<file path="src/rtl/core/dshot_frame_transmitter_top_defines.svh">
// assertion macros for the dshot frame transmitter
// used by dshot_frame_transmitter_top, expects clk and rst_n in scope
`ifndef DSHOT_FRAME_TRANSMITTER_TOP_DEFINES_SVH
`define DSHOT_FRAME_TRANSMITTER_TOP_DEFINES_SVH
`ifndef SYNTHESIS
`define DSHOT_ASSERT(lbl, prop, msg) \
    lbl: assert property (@(posedge clk) disable iff (!rst_n) prop) else $error(msg);
`define DSHOT_ASSERT_NEVER(lbl, cond, msg) \
    `DSHOT_ASSERT(lbl, !(cond), msg)
`else
`define DSHOT_ASSERT(lbl, prop, msg)
`define DSHOT_ASSERT_NEVER(lbl, cond, msg)
`endif
`endif

</file>
<file path="src/rtl/core/dshot_pkg.sv">
// shared types, constants and frame builder for the dshot frame transmitter
// no dependencies
package dshot_pkg;

    localparam int FRAME_SLOTS_DEF   = 18;
    localparam int COMPARE_WIDTH_DEF = 16;
    localparam int DATA_SLOTS        = 16;
    localparam int PW_W              = 16;
    localparam int THR_W             = 11;
    localparam int CNT_W             = 32;
    localparam int CFG_IDX_W         = 2;

    localparam logic [PW_W-1:0] ONE_PW_RESET  = 16'd420;
    localparam logic [PW_W-1:0] ZERO_PW_RESET = 16'd210;
    localparam logic [3:0]      NIBBLE_MASK   = 4'hF;

    // register indexes
    localparam logic [CFG_IDX_W-1:0] CFG_ONE_PW  = 2'd0;
    localparam logic [CFG_IDX_W-1:0] CFG_ZERO_PW = 2'd1;
    localparam logic [CFG_IDX_W-1:0] CFG_TELEM   = 2'd2;

    typedef struct packed {
        logic             action;
        logic [THR_W-1:0] throttle;
    } item_t;

    typedef struct packed {
        logic [PW_W-1:0]  compare_value;
        logic             accepted;
        logic             skipped;
        logic             frame_done;
        logic             busy_flag;
        logic [CNT_W-1:0] frames_started;
        logic [CNT_W-1:0] frames_finished;
        logic [CNT_W-1:0] sends_skipped;
    } result_t;

    typedef struct packed {
        logic [PW_W-1:0] one_pw;
        logic [PW_W-1:0] zero_pw;
        logic            telem;
    } cfg_t;

    // throttle, telemetry bit, then xor of the three nibbles of those twelve bits
    function automatic logic [15:0] build_frame(input logic [THR_W-1:0] thr,
                                                input logic telem);
        logic [11:0] v;
        logic [3:0]  crc;
        v   = {thr, telem};
        crc = (v[3:0] ^ v[7:4] ^ v[11:8]) & NIBBLE_MASK;
        return {v, crc};
    endfunction

endpackage

</file>
<file path="src/rtl/core/dshot_seq.sv">
// frame state, slot sequencer and event counters
// depends on dshot_pkg
module dshot_seq #(
    parameter int FRAME_SLOTS   = dshot_pkg::FRAME_SLOTS_DEF,
    parameter int COMPARE_WIDTH = dshot_pkg::COMPARE_WIDTH_DEF
) (
    input  logic               clk,
    input  logic               rst_n,
    input  logic               step,
    input  dshot_pkg::item_t   item,
    input  dshot_pkg::cfg_t    cfg,
    output dshot_pkg::result_t res
);
    import dshot_pkg::*;

    localparam int SLOT_W = $clog2(FRAME_SLOTS);
    localparam logic [SLOT_W-1:0] LAST_SLOT = SLOT_W'(FRAME_SLOTS - 1);
    localparam logic [SLOT_W-1:0] DATA_END  = SLOT_W'(DATA_SLOTS);
    localparam logic [PW_W-1:0] CMP_MASK = (COMPARE_WIDTH >= PW_W) ? {PW_W{1'b1}} :
        PW_W'((64'd1 << COMPARE_WIDTH) - 64'd1);

    logic              busy_reg, busy_next;
    logic [15:0]       frame_reg, frame_next;
    logic [SLOT_W-1:0] slot_reg, slot_next;
    logic [CNT_W-1:0]  started_reg, started_next;
    logic [CNT_W-1:0]  finished_reg, finished_next;
    logic [CNT_W-1:0]  skip_reg, skip_next;

    always_comb
    begin
        busy_next     = busy_reg;
        frame_next    = frame_reg;
        slot_next     = slot_reg;
        started_next  = started_reg;
        finished_next = finished_reg;
        skip_next     = skip_reg;
        res           = '0;
        if (!item.action)
        begin
            if (busy_reg)
            begin
                skip_next   = skip_reg + 32'd1;
                res.skipped = 1'b1;
            end
            else
            begin
                busy_next    = 1'b1;
                started_next = started_reg + 32'd1;
                frame_next   = build_frame(item.throttle, cfg.telem);
                slot_next    = '0;
                res.accepted = 1'b1;
            end
        end
        else if (busy_reg)
        begin
            // msb of the shift register is the current data bit
            if (slot_reg < DATA_END)
            begin
                res.compare_value = (frame_reg[15] ? cfg.one_pw : cfg.zero_pw) & CMP_MASK;
                frame_next        = {frame_reg[14:0], 1'b0};
            end
            if (slot_reg == LAST_SLOT)
            begin
                res.frame_done = 1'b1;
                finished_next  = finished_reg + 32'd1;
                busy_next      = 1'b0;
                slot_next      = '0;
            end
            else
            begin
                slot_next = slot_reg + SLOT_W'(1);
            end
        end
        res.busy_flag       = busy_next;
        res.frames_started  = started_next;
        res.frames_finished = finished_next;
        res.sends_skipped   = skip_next;
    end

    always_ff @(posedge clk or negedge rst_n)
    begin
        if (!rst_n)
        begin
            busy_reg     <= 1'b0;
            frame_reg    <= '0;
            slot_reg     <= '0;
            started_reg  <= '0;
            finished_reg <= '0;
            skip_reg     <= '0;
        end
        else if (step)
        begin
            busy_reg     <= busy_next;
            frame_reg    <= frame_next;
            slot_reg     <= slot_next;
            started_reg  <= started_next;
            finished_reg <= finished_next;
            skip_reg     <= skip_next;
        end
    end

endmodule

</file>
<file path="src/rtl/core/dshot_frame_transmitter_top.sv">
// dshot frame transmitter top: config registers, sequencer, result register
// the result of each item beat is registered and valid in the next cycle, one result per item
// throughput: one item per cycle, limited only by the result register draining
// reset: async active low, clears frame state, counters, result valid, and
//   restores pulse widths 420/210 and telemetry bit 0
module dshot_frame_transmitter_top #(
    parameter int FRAME_SLOTS   = dshot_pkg::FRAME_SLOTS_DEF,
    parameter int COMPARE_WIDTH = dshot_pkg::COMPARE_WIDTH_DEF
) (
    input  logic                               clk,
    input  logic                               rst_n,
    // item channel
    input  logic                               item_valid,
    output logic                               item_ready,
    input  dshot_pkg::item_t                   item,
    // result channel
    output logic                               result_valid,
    input  logic                               result_ready,
    output dshot_pkg::result_t                 result,
    // configuration write channel
    input  logic                               cfg_valid,
    output logic                               cfg_ready,
    input  logic [dshot_pkg::CFG_IDX_W-1:0]    cfg_index,
    input  logic [dshot_pkg::PW_W-1:0]         cfg_data
);
    import dshot_pkg::*;

`include "dshot_frame_transmitter_top_defines.svh"

    cfg_t    cfg_reg;
    result_t res_next;
    result_t result_reg;
    logic    result_valid_reg;
    logic    step;

    // config writes are always accepted and registered
    assign cfg_ready = 1'b1;

    always_ff @(posedge clk or negedge rst_n)
    begin
        if (!rst_n)
        begin
            cfg_reg.one_pw  <= ONE_PW_RESET;
            cfg_reg.zero_pw <= ZERO_PW_RESET;
            cfg_reg.telem   <= 1'b0;
        end
        else if (cfg_valid && cfg_ready)
        begin
            unique case (cfg_index)
                CFG_ONE_PW:  cfg_reg.one_pw  <= cfg_data;
                CFG_ZERO_PW: cfg_reg.zero_pw <= cfg_data;
                CFG_TELEM:   cfg_reg.telem   <= cfg_data[0];
                default:     ; // unused index, write dropped
            endcase
        end
    end

    // take a new item whenever the result register is empty or draining
    assign item_ready = !result_valid_reg || result_ready;
    assign step       = item_valid && item_ready;

    // all sequencer state advances on the item beat, the result lands next to it
    dshot_seq #(
        .FRAME_SLOTS   (FRAME_SLOTS),
        .COMPARE_WIDTH (COMPARE_WIDTH)
    ) u_seq (
        .clk   (clk),
        .rst_n (rst_n),
        .step  (step),
        .item  (item),
        .cfg   (cfg_reg),
        .res   (res_next)
    );

    // result register, holds while the consumer stalls
    always_ff @(posedge clk or negedge rst_n)
    begin
        if (!rst_n)
        begin
            result_valid_reg <= 1'b0;
        end
        else if (step)
        begin
            result_valid_reg <= 1'b1;
        end
        else if (result_ready)
        begin
            result_valid_reg <= 1'b0;
        end
    end

    always_ff @(posedge clk)
    begin
        if (step)
        begin
            result_reg <= res_next;
        end
    end

    assign result_valid = result_valid_reg;
    assign result       = result_reg;

    // checks
    `DSHOT_ASSERT(a_beat_gives_result, step |=> result_valid_reg, "item beat without result")
    `DSHOT_ASSERT_NEVER(a_acc_and_skip, result_valid_reg && result_reg.accepted && result_reg.skipped, "send both accepted and skipped")
    `DSHOT_ASSERT(a_busy_matches_counts, result_valid_reg |-> ((result_reg.frames_started - result_reg.frames_finished) == CNT_W'(result_reg.busy_flag)), "frame counts disagree with busy")
    `DSHOT_ASSERT(a_stall_only_when_full, !item_ready |-> (result_valid_reg && !result_ready), "item stalled with room for a result")

endmodule
</file>
<file path="config.mk">
export PLATFORM = sky130hd
export DESIGN_NAME = dshot_frame_transmitter_top
export DESIGN_NICKNAME = d
export VERILOG_FILES = /design/src/rtl/core/dshot_pkg.sv /design/src/rtl/core/dshot_seq.sv /design/src/rtl/core/dshot_frame_transmitter_top.sv
export VERILOG_INCLUDE_DIRS = /design/src /design/src/rtl/core
export SDC_FILE = /design/constraint.sdc
export NUM_CORES = 1
export LEC_CHECK = 0
export BUFFER_PORTS_ARGS = -buffer_cell sky130_fd_sc_hd__buf_2
export CAP_MARGIN = 25
export CORE_UTILIZATION = 50
export CTS_CLUSTER_SIZE = 28
export DETAILED_ROUTE_END_ITERATION = 7
export PLACE_DENSITY = 0.73
export SLEW_MARGIN = 20
export SYNTH_ARGS = -nofsm -noshare
export SYNTH_HDL_FRONTEND = slang
export SYNTH_SLANG_ARGS = --single-unit
</file>
<file path="constraint.sdc">
create_clock -name clk -period 13.25 [get_ports clk]
set_clock_uncertainty 0.15 [all_clocks]
set_input_delay 1.325 -clock clk [delete_from_list [all_inputs] [get_ports clk]]
set_output_delay 1.325 -clock clk [all_outputs]
set_load 0.05 [all_outputs]
</file>
==> flow_results.xml, run 1 <==
<?xml version="1.0" encoding="UTF-8"?>
<metrics>
  <group name="outcome">
    <metric name="outcome" unit="">finished clean</metric>
  </group>
  <group name="routing">
    <metric name="detail_route.drc_violations" unit="">0</metric>
    <metric name="wirelength" unit="mm">22.84</metric>
    <metric name="drt-wirelength-per-cell" unit="µm">15.41</metric>
    <metric name="drt_pre_antenna_iters" unit="">5</metric>
    <metric name="num_vias" unit="">7642</metric>
    <metric name="post_drt_via_cell_ratio" unit="">5.157</metric>
    <metric name="drt.antenna.violating_nets" unit="">0</metric>
    <metric name="drtIter0Drc" unit="">417</metric>
  </group>
  <group name="clock_tree">
    <metric name="clock_path_buffers" unit="">3</metric>
    <metric name="clockRootBuffer" unit="">clkbuf_16</metric>
    <metric name="post_cts_resized" unit="">0</metric>
    <metric name="clock_tree_from_tritoncts" unit="">built</metric>
    <metric name="postCtsSetupRepairBufs" unit="">0</metric>
    <metric name="cts-hold-fix-buffers" unit="">0</metric>
    <metric name="cts.sinks" unit="">268</metric>
    <metric name="clkLatencyLatePin" unit="ps">540</metric>
    <metric name="clk_pin_slew_worst_paths" unit="ps">60</metric>
    <metric name="tritoncts_buffer_count" unit="">28</metric>
    <metric name="h-tree-depth" unit="">1</metric>
  </group>
  <group name="placement">
    <metric name="postPlaceCellArea" unit="µm²">13060</metric>
    <metric name="numPlacedInstances" unit="">1429</metric>
    <metric name="dpl_worst_slack" unit="ps">8921</metric>
    <metric name="io_buffer_count" unit="">152</metric>
    <metric name="hpwl" unit="mm">15.20</metric>
    <metric name="globalplace.congestion" unit="">0.7962</metric>
  </group>
  <group name="floorplan">
    <metric name="core.rowCount" unit="">56</metric>
    <metric name="chipHeight" unit="µm">157.4</metric>
    <metric name="floorplan.initialDensity" unit="">0.5114</metric>
    <metric name="die_area" unit="µm²">24780</metric>
    <metric name="dieWidth" unit="µm">157.4</metric>
    <metric name="boundaryPins" unit="">154</metric>
    <metric name="core_area" unit="µm²">23610</metric>
  </group>
  <group name="global_routing">
    <metric name="initial_antenna_violation_count" unit="">0</metric>
    <metric name="grt_first_pass_wirelength" unit="mm">37.18</metric>
    <metric name="gr-total-overflow" unit="">0</metric>
    <metric name="maximum_number_of_pins_on_one_net_before_global_route_repair" unit="">90</metric>
    <metric name="total_global_route_track_usage" unit="">0.1890</metric>
    <metric name="vias_in_the_first_global_route" unit="">7421</metric>
  </group>
  <group name="timing">
    <metric name="postLayoutSetupSlackWorst" unit="ps">9491</metric>
    <metric name="timing_worst_slew_pin_value" unit="ps">977.4</metric>
    <metric name="hold_vio_cnt_final" unit="">0</metric>
    <metric name="drv_slew" unit="">0</metric>
    <metric name="final_min_period_over_clock_period" unit="">0.2837</metric>
    <metric name="final.min_clock_period" unit="ps">3759</metric>
    <metric name="tns" unit="ps">0</metric>
    <metric name="timing.fmax" unit="GHz">0.2660</metric>
    <metric name="worst_slew_margin_rel" unit="">0.3434</metric>
    <metric name="rsz0062_at_grt" unit="">false</metric>
    <metric name="setup-violations-final" unit="">0</metric>
  </group>
  <group name="layout">
    <metric name="largest_register_ff_count" unit="">116</metric>
    <metric name="filler_cell_count" unit="">1971</metric>
    <metric name="layout.cell_area.non_filler" unit="µm²">13980</metric>
    <metric name="antenna_cells_inserted" unit="">0</metric>
    <metric name="flow.area_growth_from_synthesis" unit="%">15.77</metric>
    <metric name="final_cell_count_no_fill" unit="">1482</metric>
    <metric name="multi_input_gate_area_in_the_final_layout" unit="µm²">4523</metric>
    <metric name="area.sequential" unit="µm²">7297</metric>
    <metric name="finish.net_count" unit="">1183</metric>
    <metric name="layout-drive-gt1-share" unit="">0.2244</metric>
  </group>
  <group name="synth">
    <metric name="netlist_area" unit="µm²">12080</metric>
    <metric name="netlist-cell-type-count" unit="">48</metric>
    <metric name="netlist.top_cell.by_area" unit="">dfrtp_1</metric>
    <metric name="synthesis.instances" unit="">1003</metric>
    <metric name="yosysMostFrequentCell" unit="">dfrtp_1</metric>
    <metric name="synthesis.nets" unit="">1045</metric>
    <metric name="synthTopCellsByCount" unit="">144 x dfrtp_1, 116 x edfxtp_1, 108 x nand2_1, 99 x nor2_1</metric>
    <metric name="register_bit_total_from_synthesis" unit="">268</metric>
    <metric name="synthTopCellsByArea" unit="">dfrtp_1 30%, edfxtp_1 29%, xnor2_1 7.0%</metric>
    <metric name="synth_area_per_inst" unit="µm²">12.04</metric>
    <metric name="ys_seq_area_frac" unit="">0.6043</metric>
    <metric name="yosysWarningCount" unit="">0</metric>
    <metric name="synth_enable_flop_cells" unit="">116</metric>
    <metric name="async_flop_share" unit="">0.5672</metric>
    <metric name="synth_top_area_frac" unit="">0.2984</metric>
    <metric name="synth-main-ff-cell" unit="">dfrtp_1</metric>
  </group>
  <group name="setup_path">
    <metric name="crit_path_max_incr_delay" unit="ps">750</metric>
    <metric name="timing.critical_path.buf_inv" unit="">4</metric>
    <metric name="critical_path.slowest_cell" unit="">buf_4</metric>
    <metric name="crit_type" unit="">in -&gt; reg</metric>
    <metric name="worst-endpoint-arrival" unit="ps">4070</metric>
    <metric name="critical_path.top_delay_family" unit="">buffers and inverters</metric>
    <metric name="worst_setup_path_endpoint" unit="">u_seq.skip_reg[23]</metric>
    <metric name="crit_path_start" unit="">result_ready</metric>
    <metric name="worstReg2RegEnd" unit="">u_seq.skip_reg[23]</metric>
    <metric name="startpoint_type" unit="">primary input</metric>
    <metric name="critical_path.max_fanout" unit="">89</metric>
    <metric name="critPathRequiredTime" unit="ps">13560</metric>
    <metric name="timing.critical_path.to_type" unit="">flop</metric>
    <metric name="timing.rr.start" unit="">result_valid</metric>
    <metric name="worst_r2r_path_depth" unit="">8</metric>
    <metric name="r2r_setup_slack" unit="ps">9990</metric>
    <metric name="crit_path_cells" unit="">buf_2, nand2b_1, nand2_1, buf_4, inv_6, buf_4, nand2_1, nor3_1, xor2_1</metric>
    <metric name="timing.critical_path.depth" unit="">9</metric>
  </group>
  <group name="pwr">
    <metric name="fin_total_pwr" unit="mW">2.011</metric>
    <metric name="peakVddDrop" unit="V">0.00008675</metric>
    <metric name="power.leakage" unit="nW">6.112</metric>
    <metric name="power_density" unit="nW/µm²">143.9</metric>
  </group>
  <group name="run">
    <metric name="max_cap_viol_count" unit="">0</metric>
  </group>
  <group name="min_path">
    <metric name="hold_class" unit="">reg -&gt; reg</metric>
  </group>
</metrics>
-- power breakdown --
| group | internal [mW] | leakage, nW | switching, mW |
|---|---|---|---|
| sequential | 0.948 | 3.13 | 0.0513 |
| combinational | 0.0782 | 2.55 | 0.160 |
| clock | 0.458 | 0.434 | 0.316 |
| total | 1.48 | 6.11 | 0.527 |
-- cell type report --
type | count | area share
flip-flops and latches | 268 | 0.5220
multi-input cells | 677 | 0.3235
repair buffers | 157 | 0.05737
clock buffers | 34 | 0.05325
well taps | 319 | 0.02855
clock inverters | 18 | 0.01253
inverters | 9 | 0.002775
-- per-stage QoR --
stage / hold WS [ps] / util
2_1_floorplan: 298.8 / -
3_3_place_gp: 311.4 / 0.5529
3_5_place_dp: 320.5 / 0.5529
4_1_cts: 335.4 / 0.5918
5_1_grt: 348.5 / 0.5920
6_report: 327.1 / 0.5920
-- per-layer routing --
metal / vias up / track usage / routed length [µm]
met3: 27 / 0.03772 / 1361
met2: 181 / 0.2981 / 10620
met5: - / 0 / 0
met1: 3714 / 0.2674 / 10530
met4: 0 / 0.04808 / 325
li1: 3720 / - / -
-- worst min path at each step --
stage                             start                   to  slack [ps]  depth (start not counted)
global route         u_seq.frame_reg[0]   u_seq.frame_reg[0]         350                          2
global placement    u_seq.frame_reg[11]  u_seq.frame_reg[11]         310                          2
floorplan            u_seq.frame_reg[0]   u_seq.frame_reg[0]         300                          2
CTS                  u_seq.frame_reg[1]   u_seq.frame_reg[1]         340                          2
finish               u_seq.frame_reg[1]   u_seq.frame_reg[1]         330                          2
detailed placement   u_seq.frame_reg[1]   u_seq.frame_reg[1]         320                          2
-- cell usage in the layout, fill, tap and decap left out, types with 5 or more instances in the layout --
master	Yosys	layout
clkbuf_1	27	5
nand2b_1	7	7
o21ai_0	21	21
xor2_1	97	97
and3_1	12	12
nand3_1	47	47
nand4_1	33	33
xnor2_1	97	97
mux2_2	35	35
edfxtp_1	116	116
dfrtp_1	144	144
clkbuf_16	0	29
clkinvlp_4	0	5
buf_2	7	151
inv_1	8	8
ha_1	7	7
nor4_1	8	8
nand2_1	108	108
mux2i_1	28	28
dfstp_2	8	8
nor3_1	29	29
nor2_1	99	99
clkinv_1	1	5
-- worst min-delay path: cells and delay by family, from the launching register on --
family | cells | cell delay (ps)
AND/OR/NAND/NOR | 1 | 40
flip-flops | 1 | 340
AO/OA/AOI/OAI | 1 | 60
-- cell families after synthesis --
family | after synthesis | share of synthesized area
xor+xnor | 194 | 0.1407
simple gates | 384 | 0.1577
other cells | 1 | 0.0003106
mux | 63 | 0.05585
compound gates | 28 | 0.01233
buf+inv | 58 | 0.02155
fa+ha+maj | 7 | 0.007253
flops | 268 | 0.6043
Power figures use the tool's default switching activity.
==> inputs of run 2 (changes only) <==
--- a/config.mk
+++ b/config.mk
@@ -6,6 +6,7 @@
 export SDC_FILE = /design/constraint.sdc
 export NUM_CORES = 1
 export LEC_CHECK = 0
+export ABC_AREA = 1
 export BUFFER_PORTS_ARGS = -buffer_cell sky130_fd_sc_hd__buf_2
 export CAP_MARGIN = 25
 export CORE_UTILIZATION = 50
==> constraint.sdc (replaced) <==
create_clock -name clk -period 3.5 [get_ports clk]
set_clock_uncertainty 0.15 [all_clocks]
set_input_delay 0.35 -clock clk [delete_from_list [all_inputs] [get_ports clk]]
set_output_delay 0.35 -clock clk [all_outputs]
set_load 0.05 [all_outputs]
==> run 2 against run 1 <==
Effect of this change:
- sequential share of layout area down 5.5 points
- critical path depth unchanged
- via count up 38%
- sequential cell count did not move
- clock-buffer cell count is 5 higher
- synthesized cell count increased by 52%
- die area up 7.9%
- global-route usage is 4.0 points higher
- first-iteration DRC count increased by 77%
- critical endpoint is now result[56]
- design area up 12%
- critical path type is now reg -> reg
- non-clock buffer count increased by 40
==> flow_results.xml, run 2 <==
<?xml version="1.0" encoding="UTF-8"?>
<metrics>
  <group name="clock_tree">
    <metric name="clock_path_buffers" unit="">3</metric>
    <metric name="clk_pin_slew_worst_paths" unit="ps">60</metric>
    <metric name="cts.sinks" unit="">268</metric>
    <metric name="postCtsSetupRepairBufs" unit="">0</metric>
    <metric name="clockRootBuffer" unit="">clkbuf_16</metric>
    <metric name="tritoncts_buffer_count" unit="">28</metric>
    <metric name="clock_tree_from_tritoncts" unit="">built</metric>
    <metric name="clkLatencyLatePin" unit="ps">540</metric>
    <metric name="h-tree-depth" unit="">1</metric>
  </group>
  <group name="setup_path">
    <metric name="critPathRequiredTime" unit="ps">3650</metric>
    <metric name="critical_path.top_delay_family" unit="">simple AND/OR/NAND/NOR gates</metric>
    <metric name="crit_path_cells" unit="">inv_1, ha_1, nand2_1, nor2_2, nand2_4, nor2_4, nand4_1, nand2_1, inv_1</metric>
    <metric name="timing.critical_path.buf_inv" unit="">2</metric>
    <metric name="critical_path.slowest_cell" unit="">nor2_2</metric>
    <metric name="timing.critical_path.to_type" unit="">flop</metric>
    <metric name="critical_path.max_fanout" unit="">12</metric>
    <metric name="crit_type" unit="">reg -&gt; reg</metric>
    <metric name="startpoint_type" unit="">flop</metric>
    <metric name="worst-endpoint-arrival" unit="ps">2520</metric>
    <metric name="crit_path_max_incr_delay" unit="ps">450</metric>
  </group>
  <group name="placement">
    <metric name="numPlacedInstances" unit="">1973</metric>
    <metric name="hpwl" unit="mm">20.01</metric>
    <metric name="globalplace.congestion" unit="">0.9500</metric>
    <metric name="io_buffer_count" unit="">152</metric>
  </group>
  <group name="pwr">
    <metric name="netsw" unit="mW">2.758</metric>
    <metric name="peakVddDrop" unit="V">0.0004240</metric>
    <metric name="p_int" unit="mW">6.329</metric>
    <metric name="power_density" unit="nW/µm²">581.8</metric>
    <metric name="power.share.sequential" unit="">0.456</metric>
    <metric name="share_comb_of_total_power" unit="">0.178</metric>
    <metric name="power.leakage" unit="nW">7.383</metric>
    <metric name="power.share.switching" unit="">0.3035</metric>
    <metric name="fin_total_pwr" unit="mW">9.087</metric>
    <metric name="power.clock.fraction" unit="">0.366</metric>
  </group>
  <group name="synth">
    <metric name="synth_area_per_inst" unit="µm²">8.577</metric>
    <metric name="async_flop_share" unit="">0.5672</metric>
    <metric name="synth_enable_flop_cells" unit="">116</metric>
    <metric name="register_bit_total_from_synthesis" unit="">268</metric>
    <metric name="ys_seq_area_frac" unit="">0.5594</metric>
    <metric name="synth-main-ff-cell" unit="">dfrtp_1</metric>
    <metric name="netlist.top_cell.by_area" unit="">dfrtp_1</metric>
    <metric name="synthesis.instances" unit="">1521</metric>
    <metric name="netlist_area" unit="µm²">13050</metric>
    <metric name="synth_top_area_frac" unit="">0.2762</metric>
    <metric name="synthesis.nets" unit="">1563</metric>
    <metric name="yosysMostFrequentCell" unit="">nand2_1</metric>
    <metric name="yosysWarningCount" unit="">0</metric>
    <metric name="netlist-cell-type-count" unit="">43</metric>
    <metric name="synthTopCellsByArea" unit="">dfrtp_1 28%, edfxtp_1 27%, nand2_1 16%</metric>
    <metric name="synthTopCellsByCount" unit="">559 x nand2_1, 174 x inv_1, 144 x dfrtp_1, 116 x edfxtp_1, 113 x nor2_1</metric>
  </group>
  <group name="floorplan">
    <metric name="core_area" unit="µm²">25400</metric>
    <metric name="boundaryPins" unit="">154</metric>
    <metric name="dieWidth" unit="µm">163.5</metric>
    <metric name="chipHeight" unit="µm">163.5</metric>
    <metric name="floorplan.initialDensity" unit="">0.5136</metric>
    <metric name="core.rowCount" unit="">58</metric>
    <metric name="die_area" unit="µm²">26740</metric>
  </group>
  <group name="outcome">
    <metric name="outcome" unit="">finished clean</metric>
  </group>
  <group name="global_routing">
    <metric name="groute.layer.met3.usage" unit="">0.03834</metric>
    <metric name="met2_usage" unit="">0.3729</metric>
    <metric name="vias_in_the_first_global_route" unit="">9980</metric>
    <metric name="gr-total-overflow" unit="">0</metric>
    <metric name="total_global_route_track_usage" unit="">0.2288</metric>
    <metric name="initial_antenna_violation_count" unit="">0</metric>
    <metric name="global_route.usage.met1" unit="">0.3191</metric>
    <metric name="top_usage_layer" unit="">met2</metric>
    <metric name="grt_first_pass_wirelength" unit="mm">49.14</metric>
    <metric name="maximum_number_of_pins_on_one_net_before_global_route_repair" unit="">72</metric>
  </group>
  <group name="routing">
    <metric name="drt_pre_antenna_iters" unit="">7</metric>
    <metric name="detail_route.drc_violations" unit="">0</metric>
    <metric name="drtIter0Drc" unit="">737</metric>
    <metric name="drt-wirelength-per-cell" unit="µm">14.40</metric>
    <metric name="wirelength" unit="mm">29.65</metric>
    <metric name="post_drt_via_cell_ratio" unit="">5.118</metric>
    <metric name="drt.antenna.violating_nets" unit="">0</metric>
    <metric name="num_vias" unit="">10540</metric>
  </group>
  <group name="layout">
    <metric name="flow.area_growth_from_synthesis" unit="%">19.72</metric>
    <metric name="largest_register_ff_count" unit="">116</metric>
    <metric name="antenna_cells_inserted" unit="">0</metric>
    <metric name="postLayoutCoreUtil" unit="">0.6149</metric>
    <metric name="mostFrequentLayoutCell" unit="">nand2_1</metric>
    <metric name="layout-drive-gt1-share" unit="">0.1562</metric>
    <metric name="mostFrequentLayoutCells" unit="">558 x nand2_1, 174 x inv_1, 151 x buf_2, 144 x dfrtp_1, 116 x edfxtp_1</metric>
    <metric name="final_cell_count_no_fill" unit="">2059</metric>
    <metric name="finish.net_count" unit="">1749</metric>
  </group>
  <group name="run">
    <metric name="max_cap_viol_count" unit="">0</metric>
  </group>
  <group name="timing">
    <metric name="setup-violations-final" unit="">0</metric>
    <metric name="final.min_clock_period" unit="ps">2374</metric>
    <metric name="hold_vio_cnt_final" unit="">0</metric>
    <metric name="drv_slew" unit="">0</metric>
    <metric name="worst_slew_margin_rel" unit="">0.5150</metric>
    <metric name="final_min_period_over_clock_period" unit="">0.6782</metric>
    <metric name="timing.fmax" unit="GHz">0.4213</metric>
    <metric name="timing_worst_slew_pin_value" unit="ps">725.9</metric>
    <metric name="fin_hold_ws" unit="ps">190.3</metric>
    <metric name="tns" unit="ps">0</metric>
    <metric name="rsz0062_at_grt" unit="">false</metric>
  </group>
  <group name="min_path">
    <metric name="hold_class" unit="">in -&gt; reg</metric>
  </group>
</metrics>
[run 2: changes by cell type in the layout (fill, tap and decap cells not counted), sizes merged, moves of 13 or more]
cell	change
and2	+15
dlygate4sd3	+33
inv	+169
mux2	-35
mux2i	-27
nand2	+455
nand3	+56
nand4	-13
nor2	+37
nor3	-13
nor4	-14
o21ai	+59
xnor2	-87
xor2	-56
[run 2: what timing repair did]
action                                 CTS  global route
resized for setup                        0             0
setup endpoints to repair                0             0
hold buffers                            33             0
endpoints found under the hold margin  104             0
[run 2: path summary, 6_finish.rpt]
path / start / end / slack (ps) / depth (start not counted)
min in group asynchronous: rst_n / u_seq.finished_reg[25] / 220 / 2
hold / removal: item[11] / u_seq.frame_reg[9] / 190 / 4
max in group asynchronous: rst_n / cfg_reg[25] / 2090 / 3
setup / recovery: u_seq.slot_reg[1] / result[56] / 1130 / 9
hold reg to reg: cfg_reg[26] / cfg_reg[26] / 340 / 2
setup reg to reg: u_seq.slot_reg[1] / result[56] / 1130 / 9
[run 2: tightest hold or removal path, stage by stage]
cell	delay (ps)
buf_2	100
inv_2	190
nand2_1	120
a31oi_1	70
[run 2: cell type report]
type                    count  area, µm²
repair buffers            197       1254
well taps                 330      412.9
clock buffers              39      887.1
inverters                 178      668.1
flip-flops and latches    268       7297
clock inverters            13      182.7
multi-input cells        1034       4916
fillers                  2157       9782
[run 2: kinds of logic (layout without fill, tap and decap cells)]
family                     Yosys count  after routing  share of synthesized area
and+or+nand+nor                    870            870                     0.2872
AOI/OAI and AO/OA                  104            104                    0.04335
buffers and inverters              219            427                    0.06522
other                                1              1                  0.0002875
xor gates and xnor gates            51             51                    0.03712
muxes                                1              1                  0.0007673
adders and majority gates            7              7                   0.006714
DFF                                268            268                     0.5594
[run 2: metal layers]
layer / share of wire / vias to the layer above
met5: 0 / -
li1: - / 5204
met3: 0.060 / 39
met2: 0.46 / 301
met1: 0.46 / 4993
met4: 0.020 / 0
[run 2: power groups by stage]
stage          clock network [mW]  registers (mW)  logic (mW)
5_1_grt                      3.51            4.21        1.81
3_3_place_gp                    0            4.18        1.54
6_report                     3.32            4.15        1.62
4_1_cts                      3.39            4.14        1.63
3_5_place_dp                    0            4.19        1.59
2_1_floorplan                   0            4.52       0.788
[run 2: through the flow]
step	setup WS, ps	instance area, µm²
floorplan	191.4	13050
global placement	1221	14200
detailed placement	1162	14200
CTS	1148	15600
global route	907.0	15620
finish	1126	15620
